$ cat src/design/bvm_pkg.sv
// ----------------------------------------------------------------------------
// bvm_pkg
// Shared widths, constants, codes and types of the battery voltage monitor.
// ----------------------------------------------------------------------------
package bvm_pkg;

	// field widths
	localparam int CODE_W     = 16;
	localparam int UV_W       = 22;
	localparam int MV_W       = 15;
	localparam int RANGE_W    = 14;
	localparam int CAL_W      = 15;
	localparam int THR_W      = 10;
	localparam int PCT_W      = 7;
	localparam int TREND_W    = 2;
	localparam int CFG_DATA_W = 15;
	localparam int CFG_IDX_W  = 2;

	// scaling: uv * 133 * cal / (33 * 16384 * 1000), divisor = 4125 << 17
	localparam int PROD1_W = 30;
	localparam int PROD2_W = PROD1_W + CAL_W;
	localparam logic [6:0]  UV_PER_LSB    = 7'd125;
	localparam logic [7:0]  DIV_RATIO_NUM = 8'd133;
	localparam logic [29:0] SCALE_DIV     = 30'd540672000;
	localparam logic [MV_W-1:0] SAMPLE_MAX = '1;

	// divide by 4125 as a reciprocal multiply, exact for any 28-bit operand
	localparam int SCALE_SHIFT  = 17;
	localparam int SCALED_W     = PROD2_W - SCALE_SHIFT;
	localparam int RECIP_W      = 29;
	localparam logic [RECIP_W-1:0] SCALE_RECIP = 29'd533096547;  // ceil(2^41 / 4125)
	localparam int RECIP_SHIFT  = 41;
	localparam int RECIP_PROD_W = SCALED_W + RECIP_W;
	localparam int SAMPLE_Q_W   = RECIP_PROD_W - RECIP_SHIFT;

	// shared divider: average and percent
	localparam int DIVD_W = MV_W + PCT_W;
	localparam int DIVS_W = RANGE_W;
	localparam int QUOT_W = 16;
	localparam int QCNT_W = $clog2(QUOT_W);
	localparam int DSR_W  = DIVS_W + QUOT_W;

	// percent
	localparam logic [PCT_W-1:0] PCT_FULL = 7'd100;
	localparam int PCT_NUM_W = MV_W + PCT_W;

	// moving average window
	localparam int AVG_DEPTH = 5;
	localparam int AVG_IDX_W = (AVG_DEPTH > 1) ? $clog2(AVG_DEPTH) : 1;
	localparam int AVG_CNT_W = $clog2(AVG_DEPTH + 1);
	localparam int SUM_W     = MV_W + ((AVG_DEPTH > 1) ? $clog2(AVG_DEPTH) : 0);

	// history ring
	localparam int HIST_DEPTH = 12;
	localparam int HIST_IDX_W = $clog2(HIST_DEPTH);
	localparam int HIST_CNT_W = $clog2(HIST_DEPTH + 1);

	// register indexes
	localparam logic [CFG_IDX_W-1:0] REG_RANGE_MIN = 2'd0;
	localparam logic [CFG_IDX_W-1:0] REG_RANGE_MAX = 2'd1;
	localparam logic [CFG_IDX_W-1:0] REG_CAL       = 2'd2;
	localparam logic [CFG_IDX_W-1:0] REG_THRESHOLD = 2'd3;

	typedef enum logic [TREND_W-1:0] {
		TREND_STABLE      = 2'd0,
		TREND_CHARGING    = 2'd1,
		TREND_DISCHARGING = 2'd2
	} trend_t;

	typedef enum logic [3:0] {
		ST_IDLE,
		ST_MUL1,
		ST_MUL2,
		ST_SMP_MUL,
		ST_SMP_WR,
		ST_AVG_GO,
		ST_AVG_WAIT,
		ST_PCT_GO,
		ST_PCT_WAIT,
		ST_OUT
	} state_t;

	typedef struct packed {
		logic              start;
		logic [DIVD_W-1:0] dividend;
		logic [DIVS_W-1:0] divisor;
	} div_req_t;

	typedef struct packed {
		logic              busy;
		logic              done;
		logic              ovf;
		logic [QUOT_W-1:0] quot;
	} div_rsp_t;

endpackage

$ cat src/design/bvm_ram.sv
// ----------------------------------------------------------------------------
// bvm_ram
// Generic single-write, single-read RAM with registered read data.
// ----------------------------------------------------------------------------
module bvm_ram #(
	parameter int WIDTH = 8,
	parameter int DEPTH = 4
) (
	input  logic                                        clk,
	input  logic                                        we,
	input  logic [((DEPTH > 1) ? $clog2(DEPTH) : 1)-1:0] waddr,
	input  logic [WIDTH-1:0]                            wdata,
	input  logic [((DEPTH > 1) ? $clog2(DEPTH) : 1)-1:0] raddr,
	output logic [WIDTH-1:0]                            rdata
);

	logic [WIDTH-1:0] mem_q [DEPTH];
	logic [WIDTH-1:0] rdata_q;

	// write port and registered read port
	always_ff @(posedge clk) begin
		if (we) begin
			mem_q[waddr] <= wdata;
		end
		rdata_q <= mem_q[raddr];
	end

	assign rdata = rdata_q;

endmodule

$ cat src/design/bvm_div.sv
// ----------------------------------------------------------------------------
// bvm_div
// Restoring divider, one quotient bit per cycle, QUOT_W bits per divide.
// Flags overflow when the quotient does not fit in QUOT_W bits.
// ----------------------------------------------------------------------------
module bvm_div import bvm_pkg::*; (
	input  logic     clk,
	input  logic     arst_n,
	input  div_req_t req,
	output div_rsp_t rsp
);

	logic              busy_q;
	logic              done_q;
	logic              ovf_q;
	logic [QCNT_W-1:0] cnt_q;
	logic [DIVD_W-1:0] rem_q;
	logic [DSR_W-1:0]  dsr_q;
	logic [QUOT_W-1:0] quot_q;

	logic [DSR_W-1:0]  rem_ext;
	logic              ge;
	logic [DSR_W-1:0]  rem_sub;

	// trial subtract of the shifted divisor
	always_comb begin
		rem_ext = DSR_W'(rem_q);
		ge      = (rem_ext >= dsr_q);
		rem_sub = rem_ext - dsr_q;
	end

	// control
	always_ff @(posedge clk or negedge arst_n) begin
		if (!arst_n) begin
			busy_q <= 1'b0;
			done_q <= 1'b0;
		end else if (req.start) begin
			busy_q <= 1'b1;
			done_q <= 1'b0;
		end else if (busy_q && (cnt_q == '0)) begin
			busy_q <= 1'b0;
			done_q <= 1'b1;
		end else begin
			done_q <= 1'b0;
		end
	end

	// datapath
	always_ff @(posedge clk) begin
		if (req.start) begin
			rem_q  <= req.dividend;
			dsr_q  <= DSR_W'({req.divisor, {(QUOT_W-1){1'b0}}});
			ovf_q  <= (DSR_W'(req.dividend) >= {req.divisor, {QUOT_W{1'b0}}});
			quot_q <= '0;
			cnt_q  <= QCNT_W'(QUOT_W - 1);
		end else if (busy_q) begin
			if (ge) begin
				rem_q <= rem_sub[DIVD_W-1:0];
			end
			quot_q <= {quot_q[QUOT_W-2:0], ge};
			dsr_q  <= dsr_q >> 1;
			cnt_q  <= cnt_q - 1'b1;
		end
	end

	assign rsp.busy = busy_q;
	assign rsp.done = done_q;
	assign rsp.ovf  = ovf_q;
	assign rsp.quot = quot_q;

endmodule

$ cat src/design/battery_voltage_monitor.sv
// ----------------------------------------------------------------------------
// battery_voltage_monitor
// Scales ADC codes to battery millivolts, keeps a moving average and a ring
// of past averages, and reports charge percent and voltage trend.
// ----------------------------------------------------------------------------
//
//  channel  direction  handshake                 payload
//  in       input      in_valid / in_stall       adc_code
//  out      output     out_valid / out_stall     divider_uv, battery_mv,
//                                                charge_percent, trend
//  cfg      input      cfg_wr_en                 cfg_addr, cfg_wdata
//
//  One word at a time: a new word is accepted only in the idle state. Sample
//  scaling is three multiplies and a window write; the rest is set by the
//  shared divider, each divide a start, 16 quotient bits and a done, with two
//  divides per word (average, percent); the percent divide is skipped when the
//  range is empty or the average is at or below the range minimum.
//  Reset clears the fill counts and running sum; the window and history RAMs
//  need no clearing. A stalled result waits in the output register while the
//  next word is accepted; the block holds in its last state until it frees.
//
module battery_voltage_monitor import bvm_pkg::*; (
	input  logic                  clk,
	input  logic                  arst_n,
	// configuration
	input  logic                  cfg_wr_en,
	input  logic [CFG_IDX_W-1:0]  cfg_addr,
	input  logic [CFG_DATA_W-1:0] cfg_wdata,
	// input words
	input  logic                  in_valid,
	output logic                  in_stall,
	input  logic [CODE_W-1:0]     adc_code,
	// result words
	output logic                  out_valid,
	input  logic                  out_stall,
	output logic [UV_W-1:0]       divider_uv,
	output logic [MV_W-1:0]       battery_mv,
	output logic [PCT_W-1:0]      charge_percent,
	output logic [TREND_W-1:0]    trend
);

	state_t state_q, state_d;

	// configuration registers
	logic [RANGE_W-1:0] range_min_q;
	logic [RANGE_W-1:0] range_max_q;
	logic [CAL_W-1:0]   cal_q;
	logic [THR_W-1:0]   thr_q;

	// per-word datapath
	logic [UV_W-1:0]    uv_q;
	logic [PROD1_W-1:0] prod1_q;
	logic [PROD2_W-1:0] prod2_q;
	logic [MV_W-1:0]    sample_q;
	logic [MV_W-1:0]    avg_q;
	logic [MV_W-1:0]    oldest_q;
	logic [PCT_W-1:0]   pct_q;

	// window and history bookkeeping
	logic [SUM_W-1:0]      sum_q;
	logic [AVG_IDX_W-1:0]  avg_slot_q;
	logic [AVG_CNT_W-1:0]  avg_fill_q;
	logic [HIST_IDX_W-1:0] hist_slot_q;
	logic [HIST_CNT_W-1:0] hist_fill_q;

	// output register
	logic               out_valid_q;
	logic [UV_W-1:0]    out_uv_q;
	logic [MV_W-1:0]    out_mv_q;
	logic [PCT_W-1:0]   out_pct_q;
	trend_t             out_trend_q;

	// internal connections
	div_req_t              div_req;
	div_rsp_t              div_rsp;
	logic                  win_we;
	logic [MV_W-1:0]       win_rdata;
	logic                  hist_we;
	logic [HIST_IDX_W-1:0] hist_raddr;
	logic [MV_W-1:0]       hist_rdata;

	logic                  in_fire;
	logic                  out_free;
	logic [RECIP_PROD_W-1:0] recip_prod;
	logic [SAMPLE_Q_W-1:0] sample_quot;
	logic [MV_W-1:0]       sample_mv;
	logic [MV_W-1:0]       win_old;
	logic [MV_W-1:0]       avg_new;
	logic                  pct_skip;
	logic [MV_W-1:0]       avg_diff;
	logic [PCT_NUM_W-1:0]  pct_num;
	logic [PCT_W-1:0]      pct_new;
	logic                  hist_full;
	trend_t                trend_new;

	assign in_fire  = in_valid && !in_stall;
	assign out_free = !out_valid_q || !out_stall;

	// ---------------------------------------------------------------------
	// Combinational datapath
	// ---------------------------------------------------------------------

	// sample scaling: drop the power-of-two part, multiply by 1/4125, saturate
	always_comb begin
		recip_prod  = RECIP_PROD_W'(prod2_q[PROD2_W-1:SCALE_SHIFT])
			* RECIP_PROD_W'(SCALE_RECIP);
		sample_quot = recip_prod[RECIP_PROD_W-1:RECIP_SHIFT];
		sample_mv   = sample_quot[MV_W] ? SAMPLE_MAX : sample_quot[MV_W-1:0];
	end

	// divider results: average, clamped percent
	always_comb begin
		avg_new   = div_rsp.quot[MV_W-1:0];
		pct_new   = (div_rsp.ovf || (div_rsp.quot > QUOT_W'(PCT_FULL))) ? PCT_FULL
			: div_rsp.quot[PCT_W-1:0];
	end

	// old window entry counts only once the window has wrapped
	assign win_old = (avg_fill_q == AVG_CNT_W'(AVG_DEPTH)) ? win_rdata : '0;

	// oldest history entry sits in the slot after the one being written
	assign hist_raddr = (hist_slot_q == HIST_IDX_W'(HIST_DEPTH - 1)) ? '0
		: hist_slot_q + 1'b1;

	// percent operands
	always_comb begin
		pct_skip = (range_max_q <= range_min_q) || (avg_q <= MV_W'(range_min_q));
		avg_diff = avg_q - MV_W'(range_min_q);
		pct_num  = PCT_NUM_W'(avg_diff) * PCT_NUM_W'(PCT_FULL);
	end

	// trend against the oldest average
	always_comb begin
		hist_full = (hist_fill_q == HIST_CNT_W'(HIST_DEPTH));
		trend_new = TREND_STABLE;
		if (hist_full) begin
			if ((avg_q > oldest_q) && ((avg_q - oldest_q) > MV_W'(thr_q))) begin
				trend_new = TREND_CHARGING;
			end else if ((oldest_q > avg_q) && ((oldest_q - avg_q) > MV_W'(thr_q))) begin
				trend_new = TREND_DISCHARGING;
			end
		end
	end

	// ---------------------------------------------------------------------
	// Sequencer: next state
	// ---------------------------------------------------------------------
	always_comb begin
		state_d = state_q;
		case (state_q)
			ST_IDLE: begin
				if (in_fire) begin
					state_d = ST_MUL1;
				end
			end
			ST_MUL1:    state_d = ST_MUL2;
			ST_MUL2:    state_d = ST_SMP_MUL;
			ST_SMP_MUL: state_d = ST_SMP_WR;
			ST_SMP_WR:  state_d = ST_AVG_GO;
			ST_AVG_GO:  state_d = ST_AVG_WAIT;
			ST_AVG_WAIT: begin
				if (div_rsp.done) begin
					state_d = ST_PCT_GO;
				end
			end
			ST_PCT_GO: state_d = pct_skip ? ST_OUT : ST_PCT_WAIT;
			ST_PCT_WAIT: begin
				if (div_rsp.done) begin
					state_d = ST_OUT;
				end
			end
			ST_OUT: begin
				if (out_free) begin
					state_d = ST_IDLE;
				end
			end
			default: state_d = ST_IDLE;
		endcase
	end

	// ---------------------------------------------------------------------
	// Sequencer: outputs
	// ---------------------------------------------------------------------
	always_comb begin
		in_stall         = 1'b1;
		div_req.start    = 1'b0;
		div_req.dividend = '0;
		div_req.divisor  = '0;
		win_we           = 1'b0;
		hist_we          = 1'b0;
		case (state_q)
			ST_IDLE:   in_stall = 1'b0;
			ST_SMP_WR: win_we   = 1'b1;
			ST_AVG_GO: begin
				div_req.start    = 1'b1;
				div_req.dividend = DIVD_W'(sum_q);
				div_req.divisor  = DIVS_W'(avg_fill_q);
			end
			ST_AVG_WAIT: hist_we = div_rsp.done;
			ST_PCT_GO: begin
				div_req.start    = !pct_skip;
				div_req.dividend = DIVD_W'(pct_num);
				div_req.divisor  = DIVS_W'(range_max_q - range_min_q);
			end
			default: ;
		endcase
	end

	// ---------------------------------------------------------------------
	// State and bookkeeping registers
	// ---------------------------------------------------------------------
	always_ff @(posedge clk or negedge arst_n) begin
		if (!arst_n) begin
			state_q     <= ST_IDLE;
			sum_q       <= '0;
			avg_slot_q  <= '0;
			avg_fill_q  <= '0;
			hist_slot_q <= '0;
			hist_fill_q <= '0;
			out_valid_q <= 1'b0;
		end else begin
			state_q <= state_d;
			// window update once the sample is known
			if (win_we) begin
				sum_q      <= sum_q + SUM_W'(sample_q) - SUM_W'(win_old);
				avg_slot_q <= (avg_slot_q == AVG_IDX_W'(AVG_DEPTH - 1)) ? '0
					: avg_slot_q + 1'b1;
				if (avg_fill_q != AVG_CNT_W'(AVG_DEPTH)) begin
					avg_fill_q <= avg_fill_q + 1'b1;
				end
			end
			// history ring update once the average is known
			if (hist_we) begin
				hist_slot_q <= hist_raddr;
				if (hist_fill_q != HIST_CNT_W'(HIST_DEPTH)) begin
					hist_fill_q <= hist_fill_q + 1'b1;
				end
			end
			// result word handshake
			if ((state_q == ST_OUT) && out_free) begin
				out_valid_q <= 1'b1;
			end else if (!out_stall) begin
				out_valid_q <= 1'b0;
			end
		end
	end

	// configuration registers
	always_ff @(posedge clk or negedge arst_n) begin
		if (!arst_n) begin
			range_min_q <= 14'd11800;
			range_max_q <= 14'd12600;
			cal_q       <= 15'd16384;
			thr_q       <= 10'd50;
		end else if (cfg_wr_en) begin
			case (cfg_addr)
				REG_RANGE_MIN: range_min_q <= cfg_wdata[RANGE_W-1:0];
				REG_RANGE_MAX: range_max_q <= cfg_wdata[RANGE_W-1:0];
				REG_CAL:       cal_q       <= cfg_wdata[CAL_W-1:0];
				REG_THRESHOLD: thr_q       <= cfg_wdata[THR_W-1:0];
				default: ;
			endcase
		end
	end

	// ---------------------------------------------------------------------
	// Payload registers
	// ---------------------------------------------------------------------
	always_ff @(posedge clk) begin
		if (in_fire) begin
			uv_q <= adc_code[CODE_W-1] ? '0
				: UV_W'(adc_code[CODE_W-2:0]) * UV_W'(UV_PER_LSB);
		end
		if (state_q == ST_MUL1) begin
			prod1_q <= PROD1_W'(uv_q) * PROD1_W'(DIV_RATIO_NUM);
		end
		if (state_q == ST_MUL2) begin
			prod2_q <= PROD2_W'(prod1_q) * PROD2_W'(cal_q);
		end
		if (state_q == ST_SMP_MUL) begin
			sample_q <= sample_mv;
		end
		if (hist_we) begin
			avg_q    <= avg_new;
			oldest_q <= hist_rdata;
		end
		if (state_q == ST_PCT_GO) begin
			pct_q <= '0;
		end else if ((state_q == ST_PCT_WAIT) && div_rsp.done) begin
			pct_q <= pct_new;
		end
		if ((state_q == ST_OUT) && out_free) begin
			out_uv_q    <= uv_q;
			out_mv_q    <= avg_q;
			out_pct_q   <= pct_q;
			out_trend_q <= trend_new;
		end
	end

	// ---------------------------------------------------------------------
	// Instances
	// ---------------------------------------------------------------------
	bvm_div u_div (
		.clk    (clk),
		.arst_n (arst_n),
		.req    (div_req),
		.rsp    (div_rsp)
	);

	bvm_ram #(
		.WIDTH (MV_W),
		.DEPTH (AVG_DEPTH)
	) u_window_ram (
		.clk   (clk),
		.we    (win_we),
		.waddr (avg_slot_q),
		.wdata (sample_q),
		.raddr (avg_slot_q),
		.rdata (win_rdata)
	);

	bvm_ram #(
		.WIDTH (MV_W),
		.DEPTH (HIST_DEPTH)
	) u_history_ram (
		.clk   (clk),
		.we    (hist_we),
		.waddr (hist_slot_q),
		.wdata (avg_new),
		.raddr (hist_raddr),
		.rdata (hist_rdata)
	);

	// outputs
	assign out_valid      = out_valid_q;
	assign divider_uv     = out_uv_q;
	assign battery_mv     = out_mv_q;
	assign charge_percent = out_pct_q;
	assign trend          = out_trend_q;

	// ---------------------------------------------------------------------
	// Assertions
	// ---------------------------------------------------------------------

	// divider is never restarted while a divide is running
	assert property (@(posedge clk) disable iff (!arst_n)
		div_req.start |-> !div_rsp.busy)
		else $error("divider started while busy");

	// divider completions land only in a wait state
	assert property (@(posedge clk) disable iff (!arst_n)
		div_rsp.done |-> (state_q == ST_AVG_WAIT || state_q == ST_PCT_WAIT))
		else $error("divider result with no consumer");

	// an accepted word starts the scaling sequence
	assert property (@(posedge clk) disable iff (!arst_n)
		in_fire |=> (state_q == ST_MUL1))
		else $error("accepted word not started");

	// fill counts never pass the storage depth
	assert property (@(posedge clk) disable iff (!arst_n)
		(avg_fill_q <= AVG_CNT_W'(AVG_DEPTH)) && (hist_fill_q <= HIST_CNT_W'(HIST_DEPTH)))
		else $error("fill count out of range");

endmodule
$ cat config.mk
export PLATFORM = sky130hd
export DESIGN_NAME = battery_voltage_monitor
export DESIGN_NICKNAME = d
export VERILOG_FILES = /design/src/design/bvm_pkg.sv /design/src/design/bvm_ram.sv /design/src/design/bvm_div.sv /design/src/design/battery_voltage_monitor.sv
export SDC_FILE = /design/constraint.sdc
export NUM_CORES = 2
export LEC_CHECK = 0
export BUFFER_PORTS_ARGS = -buffer_cell sky130_fd_sc_hd__clkbuf_2
export CAP_MARGIN = 0
export CORE_UTILIZATION = 59
export DETAILED_ROUTE_END_ITERATION = 12
export GPL_ROUTABILITY_DRIVEN = 1
export HOLD_SLACK_MARGIN = 0.02
export PLACE_DENSITY = 0.78
export SYNTH_ARGS = -nofsm -noshare
export SYNTH_HDL_FRONTEND = slang
export SYNTH_SLANG_ARGS = --single-unit
$ cat constraint.sdc
create_clock -name clk -period 6.9 [get_ports clk]
set_input_delay 0.345 -clock clk [delete_from_list [all_inputs] [get_ports clk]]
set_output_delay 0.345 -clock clk [all_outputs]
set_load 0.01 [all_outputs]
* Word level (Yosys, flattened, before mapping)
Memory sizes are Yosys's and may differ from the RTL's. A register that Yosys moved wholly into a read port is not among the register bits.
Cells that the tools add are included.
** Cells by class
- Add/sub/neg operators :: 12
- Multiply operators :: 5
- Magnitude comparators :: 9
- Eq/ne operators :: 23
- Mux-type cells :: 31
- Bitwise gates (word level) :: 1
- Reductions and logical operators :: 27
** Operators by type and width (count)
- case mux 37 bit (2 select lines) :: 1
- 2-to-1 mux 22 bit :: 3
- 2-to-1 mux 29 bit :: 2
- multiplier 28 x 29 -> 57 bit, second input constant :: 1
- multiplier 30 x 15 -> 45 bit :: 1
- case mux 4 bit (10 select lines) :: 1
- >= comparator 22 x 30 -> 1 bit :: 1
- greater-than comparator 15 x 10 -> 1 bit :: 2
- greater-than comparator 15 bit :: 2
- multiplier 22 x 8 -> 30 bit, second input constant :: 1
- subtractor 15 bit :: 2
- >= comparator 22 x 29 -> 1 bit :: 1
- multiplier 15 x 7 -> 22 bit, second input constant :: 1
- subtractor 22 bit :: 1
- multiplier 15 x 5 -> 20 bit, second input constant :: 1
- 2-to-1 mux 4 bit :: 5
- adder 18 x 15 -> 18 bit :: 1
- subtractor 18 x 15 -> 18 bit :: 1
- == test 4 x 3 -> 1 bit, second input constant :: 4
- == test 4 bit, second input constant :: 4
- greater-than comparator 16 x 7 -> 1 bit, second input constant :: 1
- <= comparator 15 x 14 -> 1 bit :: 1
- 2-to-1 mux 1 bit :: 15
- 2-to-1 mux 15 bit :: 1
- 28 further kinds :: 54
** Word-level totals
- Bits in registers :: 359
- Memory bits (writable) :: 255
- Logic and storage cells :: 141
- Memories kept :: 2
** Memory list
- u_history_ram.mem_q :: depth 12, bits a word 15, rd ports 1, clocked after memory_dff 1, wr ports 1, line bvm_ram.sv:17 : logic [WIDTH-1:0] mem_q [DEPTH];
- u_window_ram.mem_q :: depth 5, bits a word 15, rd ports 1, clocked after memory_dff 1, wr ports 1, line bvm_ram.sv:17

* Longest topological paths before layout
- Word-level depth :: 6
- Gate-level depth with buffers :: 33
- Depth with buffers taken out :: 33

* Modules after synthesis
A second synthesis with hierarchy kept.
** Second synthesis, totals
- Cells, all modules :: 5743
- Area total of the unflattened synthesis :: 61211.2 sq um
** By module, submodules not included
- battery_voltage_monitor :: times used 1, cells an instance 4757, area an instance 46180.5 sq um, seq. area each 7547.2 sq um
- bvm_ram (u_history_ram) :: times used 1, cells an instance 321, area an instance 7141.8 sq um, seq. area each 5705.5 sq um
- bvm_div :: times used 1, cells an instance 483, area an instance 4490.6 sq um, seq. area each 1861.8 sq um
- bvm_ram (u_window_ram) :: times used 1, cells an instance 182, area an instance 3398.3 sq um, seq. area each 2552.4 sq um

* Least setup slack after synthesis
Ideal clock, no wire load.
- Path kind :: register to register
- Start point :: register prod2_q[24]
- End point :: register sample_q[6] (data pin)
- Setup time :: 0.256 ns
- Arrival :: 6.569 ns
- Slack :: 0.074 ns
- Stages on the path, launching flop included :: 22
- Path buffers :: 0
- Period minus slack after synthesis :: 6.826 ns
- Cells stage by stage :: edfxtp_1 > fa_1 > inv_1 > fa_1 > fa_1 > fa_1 > inv_1 > fa_1 > inv_1 > fa_1 > inv_1 > fa_1 > ha_1 > nand4_1 > nor4_2 > nand2_1 > a2111oi_0 > o41a_1 > a41o_1 > nor2_1 > xor2_1 > nand2b_1
** Between the ends
- Longest elaborated chain between the ends :: 1
** Ends and longest elaborated chain
- from (decl) :: line battery_voltage_monitor.sv:53 : logic [PROD2_W-1:0] prod2_q;
- from (signal assigned) :: line battery_voltage_monitor.sv:278 : prod2_q <= PROD2_W'(prod1_q) * PROD2_W'(cal_q);
- multiplier 28 x 29 -> 57 bit :: line battery_voltage_monitor.sv:106 : * RECIP_PROD_W'(SCALE_RECIP);
- to (signal assigned) :: line battery_voltage_monitor.sv:281 : sample_q <= sample_mv;
- to (decl) :: line battery_voltage_monitor.sv:54 : logic [MV_W-1:0] sample_q;
No other way between the ends.
A chain may end at the register's enable or synchronous reset.

* Worst setup path after layout
- Start point :: register prod2_q[19]
- End point :: register sample_q[1] (data pin)
The elaborated chain is that of the path after synthesis.

==> flow_metrics.tcl <==
set metrics [dict create \
    status "complete, no violations" \
    row_count 116 \
    grt_usage_pct 28.8 \
    synth_fp_nets 7094 \
    power.internal_mw 15.7 \
    portBuffers 85 \
    cp_slowest_cell "fa_1" \
    ys_ff_latch 627 \
    combPwrFrac_pct 69.8 \
    rsz0062_at_grt "true" \
    grt_pass1_vias 42800 \
    avgSynthCellArea_sq_um 10.8 \
    grt_first_pass_wirelength_mm 231 \
    cts_tree "done" \
    async_reset_ff_share_pct 14.7 \
    critPathMaxFanout 8 \
    cts_sinks 627 \
    area_growth_pct 10.3 \
    ios 86 \
    vias_per_cell 5.70 \
    drt_pass1_iterations 5 \
    slowest_delay_ns 0.56 \
    yosysTopAreaCell "fa_1" \
    cts_htree_levels 3 \
    max_freq_mhz 145 \
    drv_slew 0 \
    hold_viol 0 \
    yosys_warnings 0 \
    antenna_found_initial 7 \
    synth_most_common_cell "inv_1" \
    initial_utilization_pct 59.9 \
    cts_max_path_buffers 3 \
    first_iter_violations 3325 \
    crit_chain "inv_1, fa_2, fa_1, inv_1, fa_1, fa_1, inv_1, fa_1, inv_1, fa_1, fa_1, ha_1, nand4_1, nor4_4, buf_4, a211oi_2, o21ai_1, a311oi_1, nand2_1, and2_4, a311oi_4, xnor2_2, buf_6, o21bai_4" \
    yosys_most_used_dff "edfxtp_1" \
    period_needed_ns 6.89 \
    worstSetupStartpointType "flop" \
    dpl.hpwl_mm 117 \
    p_per_area_mw_per_mm2 418 \
    antenna_left 0 \
    synth_top_area_share_pct 24.7 \
    multiInputGateArea_sq_mm 0.0383 \
    yosys-top-cells-area "fa_1 25%, edfxtp_1 23%, ha_1 15%" \
    worstPathRequired_ns 7.26 \
    synth.cell_area_sq_mm 0.0602 \
    ys_top_cells_by_count "1121 x inv_1, 742 x fa_1, 719 x ha_1, 463 x edfxtp_1, 453 x nand2_1" \
    dieArea_sq_mm 0.103 \
    fillCellCount 7503 \
    power.switching_mw 12.0 \
    criticalPathCategory "reg -> reg" \
    synth_edf_count 463 \
    p_total_mw 27.8 \
    cp-end-kind "flop" \
    register_area_sq_mm 0.0177 \
    drc 0 \
    overflow 0 \
    core-area_sq_mm 0.101 \
    nets 7327 \
    synthDistinctLibCells 85 \
    synth_cells 5595 \
    peakVddDrop_uv 892 \
    routabilityCongestion 0.989 \
    worstMarginPinSlew_ns 1.08 \
    fin_cells 7243 \
    power.static_leakage_nw 31.4 \
    cap_viol_max_count 0 \
    period_share_pct 99.8 \
    clock_skew_ns 0.0256 \
    vias 41300 \
    die_w_microns 321 \
    setup_violations 0 \
    hold_slack_ns 0.0538 \
    seq_power_share_pct 17.6 \
    drive_gt1_share_pct 11.1 \
    wl_mm 147 \
    reg2reg_slack_ns 0.01 \
    chipHeight_microns 321 \
    root_buffer "clkbuf_16" \
    worstPathArrival_ns 7.24 \
    hp-class "in -> reg" \
    grt_start_max_net_pins 68 \
    switching_share_pct 43.4 \
    worst_path_most_repeated_cell "fa_1" \
    worst_skew_pair.late_latency_ns 0.63 \
    relSlewSlack_pct 27.7 \
    post-place-cells 7084 \
    p_clk_share_pct 12.5 \
    wl_per_cell_microns 20.3 \
    cts_buffers 66 \
    synth_seq_area_share_pct 29.3 \
    clk_pin_slew_ns 0.06 \
]
## state kept, by name, indices dropped and copies added, names as in the netlist, 7 cells and up
name and count:
u_history_ram.mem_q 180, u_window_ram.mem_q 75, prod1_q 30, u_div.dsr_q 29, prod2_q 28, divider_uv 22
u_div.rem_q 22, uv_q 22, sum_q 18, u_div.quot_q 16, avg_q 15, battery_mv 15
cal_q 15, oldest_q 15, sample_q 15, u_history_ram.rdata 15, u_window_ram.rdata 15, range_max_q 14
range_min_q 14, thr_q 10, charge_percent 7, pct_q 7
## cells in the final DEF (no fill, tap or decap), types with 16 or more instances in the layout
cell          n
a211oi_1     25
a21o_1       75
a21oi_1     179
a22oi_1      22
and2_1      197
and3_1       36
buf_4       216
clkbuf_1     22
clkbuf_16    66
clkbuf_2     84
dfrtp_1      74
dfstp_2      16
dfxtp_1      72
edfxtp_1    463
fa_1        728
ha_1        697
ha_4         17
inv_1      1110
mux2_2       45
mux2i_1      58
mux4_2       49
nand2_1     451
nand2b_1     27
nand3_1      58
nand4_1      38
nor2_1      222
nor2b_1      50
nor3_1       52
o21a_1       24
o21ai_0     175
o21bai_1     26
xnor2_1     105
xor2_1       59
## routing by layer
layer / share of wire [%] / track usage [%] / up-vias
met5: 0.073 / 0 / -
met4: 3.2 / 8.92 / 14
met3: 7.2 / 4.77 / 298
met2: 48 / 48.1 / 1550
met1: 41 / 38.4 / 20600
li1: - / - / 18800
## layout make-up
type                            count  area share, %
Tap cell                         1357           2.56
Clock buffer                       93           2.71
Sequential cell                   627           26.6
Clock inverter                     28          0.426
Antenna cell                        5         0.0188
Timing Repair Buffer              322           3.63
Inverter                         1122           6.34
Multi-Input combinational cell   3689           57.7
## through the flow
| stage | cell area (sq um) | setup slack (ns) | util (%) | TNS, ns |
|---|---|---|---|---|
| 3_5_place_dp | 63500 | -0.138 | 63.1 | -1.86 |
| 5_1_grt | 66400 | -0.214 | 66.0 | -3.10 |
| 2_1_floorplan | 60200 | 0.0742 | - | 0 |
| 6_report | 66400 | 0.0148 | 66.0 | 0 |
| 4_1_cts | 65700 | 0.0107 | 65.3 | 0 |
| 3_3_place_gp | 63500 | 0.0437 | 63.1 | 0 |
## power by group through the flow
| stage | clock network [mW] | registers [mW] | logic [mW] |
|---|---|---|---|
| floorplan | 0 | 4.96 | 13.5 |
| global placement | 0 | 4.97 | 18.0 |
| detailed placement | 0 | 4.97 | 18.6 |
| CTS | 3.52 | 4.89 | 18.7 |
| global route | 3.66 | 4.90 | 22.0 |
| finish | 3.48 | 4.90 | 19.4 |
## worst paths after layout
kind,depth (start not counted),endpoint,start
worst max-delay path,24,sample_q[1],prod2_q[19]
worst min-delay path,3,range_min_q[11],cfg_wdata[11]
worst max register to register,24,sample_q[1],prod2_q[19]
worst min register to register,0,oldest_q[3],u_history_ram.rdata[3]
max in group asynchronous,3,cal_q[9],arst_n
min in group asynchronous,2,avg_slot_q[0],arst_n
## worst max-delay path: cells and delay by family (launching register included)
| family | cells | cell delay [ns] |
|---|---|---|
| xor+xnor | 1 | 0.12 |
| compound gates | 5 | 1.11 |
| fa+ha+maj | 8 | 3.78 |
| flops | 1 | 0.40 |
| buf+inv | 6 | 0.58 |
| simple gates | 4 | 0.62 |
## kinds of logic (layout without fill, tap and decap cells)
group | count (synthesis) | after routing | synth area share [%]
muxes | 153 | 153 | 3.66
AOI/OAI and AO/OA | 686 | 686 | 7.16
DFF | 627 | 627 | 29.3
xor gates and xnor gates | 170 | 170 | 2.47
and+or+nand+nor | 1219 | 1219 | 9.71
other | 0 | 5 | 0
adders and majority gates | 1461 | 1461 | 39.6
buffers and inverters | 1279 | 1565 | 8.03
## what timing repair did
action,4_1_cts,5_1_grt
endpoints found under the hold margin,30,0
resized for setup,12,105
hold buffers,4,0
buffers inserted,2,26
endpoints found under the setup margin,16,24
pin swaps,4,72
cloned,0,1
(Power assumes the default switching activity.)
